`config.mk`:
```
export PLATFORM = sky130hd
export DESIGN_NAME = fea_cell
export DESIGN_NICKNAME = d
export VERILOG_FILES = /design/src/fea_pkg.sv /design/src/fea_cell.sv
export SDC_FILE = /design/constraint.sdc
export NUM_CORES = 1
export LEC_CHECK = 0
export ABC_AREA = 0
export CORE_MARGIN = 2
export CORE_UTILIZATION = 40
export CTS_CLUSTER_SIZE = 20
export DETAILED_ROUTE_END_ITERATION = 6
export DONT_BUFFER_PORTS = 1
export REMOVE_ABC_BUFFERS = 1
export SYNTH_ARGS = -nofsm -noshare
export SYNTH_HDL_FRONTEND = slang
export SYNTH_SLANG_ARGS = --single-unit
```
`constraint.sdc`:
```
create_clock -name i_clk -period 5.4 [get_ports i_clk]
set_input_delay 0.54 -clock i_clk [delete_from_list [all_inputs] [get_ports i_clk]]
set_output_delay 0.54 -clock i_clk [all_outputs]
set_load 0.005 [all_outputs]
```
`src/fea_pkg.sv`:
```
// shared types and constants of the free extent allocator
// no dependencies; imported by fea_cell, free_extent_allocator_core and fea_checker
package fea_pkg;

    localparam int MAX_EXTENTS = 64;
    localparam int PAGE_BITS   = 36;
    localparam int IDX_W       = $clog2(MAX_EXTENTS);
    localparam int CNT_W       = $clog2(MAX_EXTENTS + 1);
    localparam int LEN_W       = PAGE_BITS + 1;
    localparam int SUM_W       = PAGE_BITS + 2;

    localparam logic [SUM_W-1:0] ALIGN_2M_PAGES = SUM_W'(512);
    localparam logic [SUM_W-1:0] ALIGN_1G_PAGES = SUM_W'(512 * 512);
    localparam logic [SUM_W-1:0] SPACE_PAGES    = SUM_W'(1) << PAGE_BITS;

    localparam logic [1:0] OP_FIXED = 2'd0;
    localparam logic [1:0] OP_ANY   = 2'd1;
    localparam logic [1:0] OP_FREE  = 2'd2;

    typedef enum logic [1:0] {
        ST_OK      = 2'd0,
        ST_NOFIT   = 2'd1,
        ST_FULL    = 2'd2,
        ST_OVERLAP = 2'd3
    } t_status;

    typedef enum logic [2:0] {
        CMD_NOP,
        CMD_ROT,
        CMD_WRITE,
        CMD_INS,
        CMD_DEL
    } t_cmd_kind;

    typedef struct packed {
        logic [PAGE_BITS-1:0] start;
        logic [LEN_W-1:0]     len;
    } t_ent;

    typedef struct packed {
        t_cmd_kind        kind;
        logic [IDX_W-1:0] idx;
        t_ent             ent;
    } t_cmd;

    typedef enum logic [2:0] {
        S_IDLE,
        S_SCAN,
        S_DECIDE,
        S_APPLY1,
        S_APPLY2
    } t_state;

endpackage

```
`src/fea_cell.sv`:
```
// one slot of the extent table: holds one extent and trades it with its neighbors
// depends on fea_pkg
module fea_cell import fea_pkg::*; (
    input  logic             i_clk,
    input  logic [IDX_W-1:0] i_idx,
    input  t_cmd             i_cmd,
    input  t_ent             i_next,
    input  t_ent             i_prev,
    output t_ent             o_ent
);

    t_ent r_ent;
    t_ent n_ent;

    // select what this slot holds next
    always_comb begin
        n_ent = r_ent;
        case (i_cmd.kind)
            CMD_ROT: n_ent = i_next;
            CMD_DEL: begin
                if (i_idx >= i_cmd.idx) n_ent = i_next;
            end
            CMD_INS: begin
                if (i_idx > i_cmd.idx) n_ent = i_prev;
                else if (i_idx == i_cmd.idx) n_ent = i_cmd.ent;
            end
            CMD_WRITE: begin
                if (i_idx == i_cmd.idx) n_ent = i_cmd.ent;
            end
            default: n_ent = r_ent;
        endcase
    end

    always_ff @(posedge i_clk) begin
        r_ent <= n_ent;
    end

    assign o_ent = r_ent;

endmodule

```
### Word-level counts from Yosys, hierarchy flattened

Cells that the tools add are included.

| cells by class | value |
|---|---|
| add/subtract/negate cells | 0 |
| multipliers | 0 |
| div/mod/pow operators | 0 |
| order comparisons | 2 |
| equal/unequal tests | 6 |
| shift operators | 0 |
| multiplexer cells | 4 |
| bitwise gates (word level) | 0 |
| reductions and logical operators | 2 |

Operator list:

| kind | count |
|---|---|
| one-hot mux 73 bit (4 select lines) | 1 |
| 2-to-1 mux 73 bit | 3 |
| == test 3 x 2 -> 1 bit, second input constant | 2 |
| == test 6 bit | 1 |
| >= comparator 6 bit | 1 |
| > comparator 6 bit | 1 |
| nonzero test 4 bit | 1 |
| == test 3 x 1 -> 1 bit, second input constant | 1 |
| == test 3 bit, second input constant | 1 |
| != test 2 bit, second input constant | 1 |
| AND reduction 2 bit | 1 |

| word-level totals | value |
|---|---|
| flip-flop bits (word level) | 73 |
| latch bits | 0 |
| bits in writable memories | 0 |
| memory bits (read-only) | 0 |
| input port bits | 235 |
| output and inout bits | 73 |
| word-level logic and storage cells | 16 |
| memories kept | 0 |

### Logic depth before layout (Yosys ltp)

| logic depth | value |
|---|---|
| depth in word-level cells | 4 |
| depth in mapped cells | 9 |
| depth with buffers taken out | 6 |

### Worst setup path before layout

No wires, ideal clock.

| timing path | value |
|---|---|
| kind | input-to-reg |
| from | input port i_cmd[78] in the netlist's numbering |
| to | register r_ent, in the netlist o_ent[0], enable pin |
| library setup time | 513 ps |
| arrival | 3,898 ps |
| slack | 989 ps |
| cell stages on the path | 8 |
| cell sequence | inv_1 > ha_1 > nand4_2 > a21oi_2 > buf_6 > clkbuf_1 > o41ai_1 > o21ai_1 |

| between the ends | value |
|---|---|
| cells in the longest elaborated chain, start to end | 3 |

Ends and longest elaborated chain:

| element | line | text |
|---|---|---|
| start: declaration | fea_cell.sv:6 | `input t_cmd i_cmd,` |
| >= comparator 6 bit | fea_cell.sv:21 | `if (i_idx >= i_cmd.idx) n_ent = i_next;` |
| != test 2 bit (no source line) | n/a |  |
| AND reduction 2 bit (no source line) | n/a |  |
| end signal: assignment | fea_cell.sv:35 | `r_ent <= n_ent;` |
| end: declaration | fea_cell.sv:12 | `t_ent r_ent;` |

Every way passes these cells.
A chain may end at the register's enable or synchronous reset.

==> results_dict.tcl <==
set metrics [dict create \
    htree_levels 3 \
    synthCells 629 \
    hold_class "in2reg" \
    io_buffers 0 \
    core_sq_um 15000 \
    first_pass_iters 5 \
    dp.cells 742 \
    vias 5160 \
    grt_start_max_net_pins 77 \
    n_fill_cell 1507 \
    worst_slack_ps 2250 \
    ys_seq_area_frac 0.360 \
    rows 45 \
    seqCellArea_sq_um 2190 \
    grt-ovfl-total 0 \
    ir_drop_mv 0.129 \
    critPathKind "in2reg" \
    die_area_sq_um 16200 \
    yosys_warnings 0 \
    synth-edff-count 73 \
    postCtsHoldBufs 0 \
    cts_resized 0 \
    dpl.hpwl_um 11900 \
    r2r-start "o_ent[39]" \
    yosysTopAreaCellShare 0.360 \
    netlist_area_sq_um 6090 \
    post_synth_num_cell_types 26 \
    worstMarginPinSlew_ps 904 \
    status "complete, no violations" \
    relSlewSlack 0.396 \
    fin_skew_ps 0 \
    critPathCapture "o_ent[18]" \
    synthArstFlopShare 0 \
    clk_latency_ps 330 \
    mostFrequentLayoutCells "76 x o211ai_1, 74 x nand2_1, 73 x or3_1, 73 x and2_1, 73 x edfxtp_1" \
    cts_tree "yes" \
    synth.largest_area_cell "edfxtp_1" \
    fin_nets 806 \
    final_common_cell "o211ai_1" \
    p_leak_uw 0.00200 \
    ys.flop_type "edfxtp_1" \
    antenna_left 0 \
    fin_hold_ws_ps 399 \
    place.gp.congestion 0.781 \
    synth_area_leaders "edfxtp_1 36%, o211ai_2 14%, o311ai_0 10%, o211ai_1 9.4%, and2_1 7.5%" \
    clock.fmax_mhz 317 \
    drc 0 \
    finalSetupTns_ps 0 \
    reg2reg_depth 2 \
    setup_violations 0 \
    die_w_um 127 \
    post_drt_wl_per_cell_um 24.7 \
    critical_path_required_ps 5460 \
    drt_iter0_drc 252 \
    rr_endpoint "o_ent[39]" \
    dieHeight_um 127 \
    cts_root_buffer "clkbuf_16" \
    cp_max_fo 76 \
    antenna_found_initial 1 \
    cts_sinks 73 \
    place_ws_ps 1900 \
    avgSynthCellArea_sq_um 9.69 \
    max_cap_violations 0 \
    power_density_nw_per_um2 258 \
    critPathLaunch "i_cmd[78]" \
    area_delta_synth_final_pct 4.66 \
    start_kind "primary input" \
    drive_gt1_frac 0.189 \
    crit_arrival_ps 3220 \
    io_pins 308 \
    clockBufferDepth 2 \
    cts_buffers 9 \
    slew_viol_final 0 \
    initial_core_util 0.405 \
    end_kind "flip-flop" \
    vias_per_cell 6.80 \
    synth_seq_cells 73 \
    final_util 0.424 \
    post-route-min-period_ps 3150 \
    grt_pass1_wl_um 28700 \
    grt_pass1_vias 5182 \
    rsz0062_at_grt "false" \
    min_period_over_period 0.584 \
    min_path_cells 2 \
    largest_reg_flops 73 \
    multiInputGateArea_sq_um 3510 \
    r2r_slack_ps 4310 \
    clk_pin_slew_ps 60 \
    postCtsSetupBuffers 0 \
    routed_wl_um 18800 \
    grt_use_total 0.225 \
    hold_viol 0 \
    finalNonFillerCells 759 \
]
Yosys cell counts, drive strengths merged, types with 2 or more instances:
| cell type | count |
|---|---|
| a21oi | 2 |
| and2 | 74 |
| buf | 23 |
| clkbuf | 65 |
| edfxtp | 73 |
| ha | 6 |
| inv | 7 |
| nand2 | 75 |
| nand2b | 2 |
| nor2 | 3 |
| o211ai | 146 |
| o311ai | 73 |
| or3 | 73 |
power breakdown:
part	switching, uW	internal [uW]	total, uW
logic	193	85.9	279
registers	44.3	693	738
clock network	229	399	629
layer usage:
layer,share of wire,global-route usage,vias to the layer above
met5,0,0,-
met4,0.032,0.103,0
met3,0.087,0.0544,43
met2,0.49,0.381,287
met1,0.39,0.272,2469
li1,-,-,2361
layout make-up:
cell class | count | share of cell area
antenna | 1 | 0.000392
timing repair buffer | 13 | 0.0153
sequential | 73 | 0.344
inverter | 7 | 0.00412
clock buffer | 9 | 0.0353
clock inverter | 7 | 0.0133
multi-input combinational | 461 | 0.551
tap | 188 | 0.0369
worst min path at each step:
stage | to | from
2_1_floorplan | o_ent[0] | o_ent[0]
3_3_place_gp | o_ent[63] | o_ent[63]
3_5_place_dp | o_ent[63] | o_ent[63]
4_1_cts | o_ent[48] | i_next[48]
5_1_grt | o_ent[15] | i_next[15]
6_report | o_ent[28] | i_next[28]
logic make-up (layout without fill, tap and decap cells):
family | Yosys count | count (layout) | share of synthesized area
and+or+nand+nor | 229 | 229 | 0.204
AOI/OAI and AO/OA | 226 | 226 | 0.351
buffers and inverters | 95 | 36 | 0.0729
DFF | 73 | 73 | 0.360
adders and majority gates | 6 | 6 | 0.0123
other | 0 | 1 | 0
metrics by stage:
| step | cell area (sq um) | power (uW) |
|---|---|---|
| after floorplan | 5680 | 928 |
| after global placement | 6070 | 1020 |
| after detailed placement | 6070 | 1030 |
| after CTS | 6380 | 1670 |
| after global routing | 6380 | 1720 |
| final | 6380 | 1640 |
critical path, cell delays in order:
cell and delay, ps:
inv_1 30, ha_1 340, nand4_4 100, buf_4 360, a21oi_4 230, buf_4 590, o31a_2 270, buf_4 520
o211ai_2 160
Note: power is estimated with default switching activity, not from simulation.
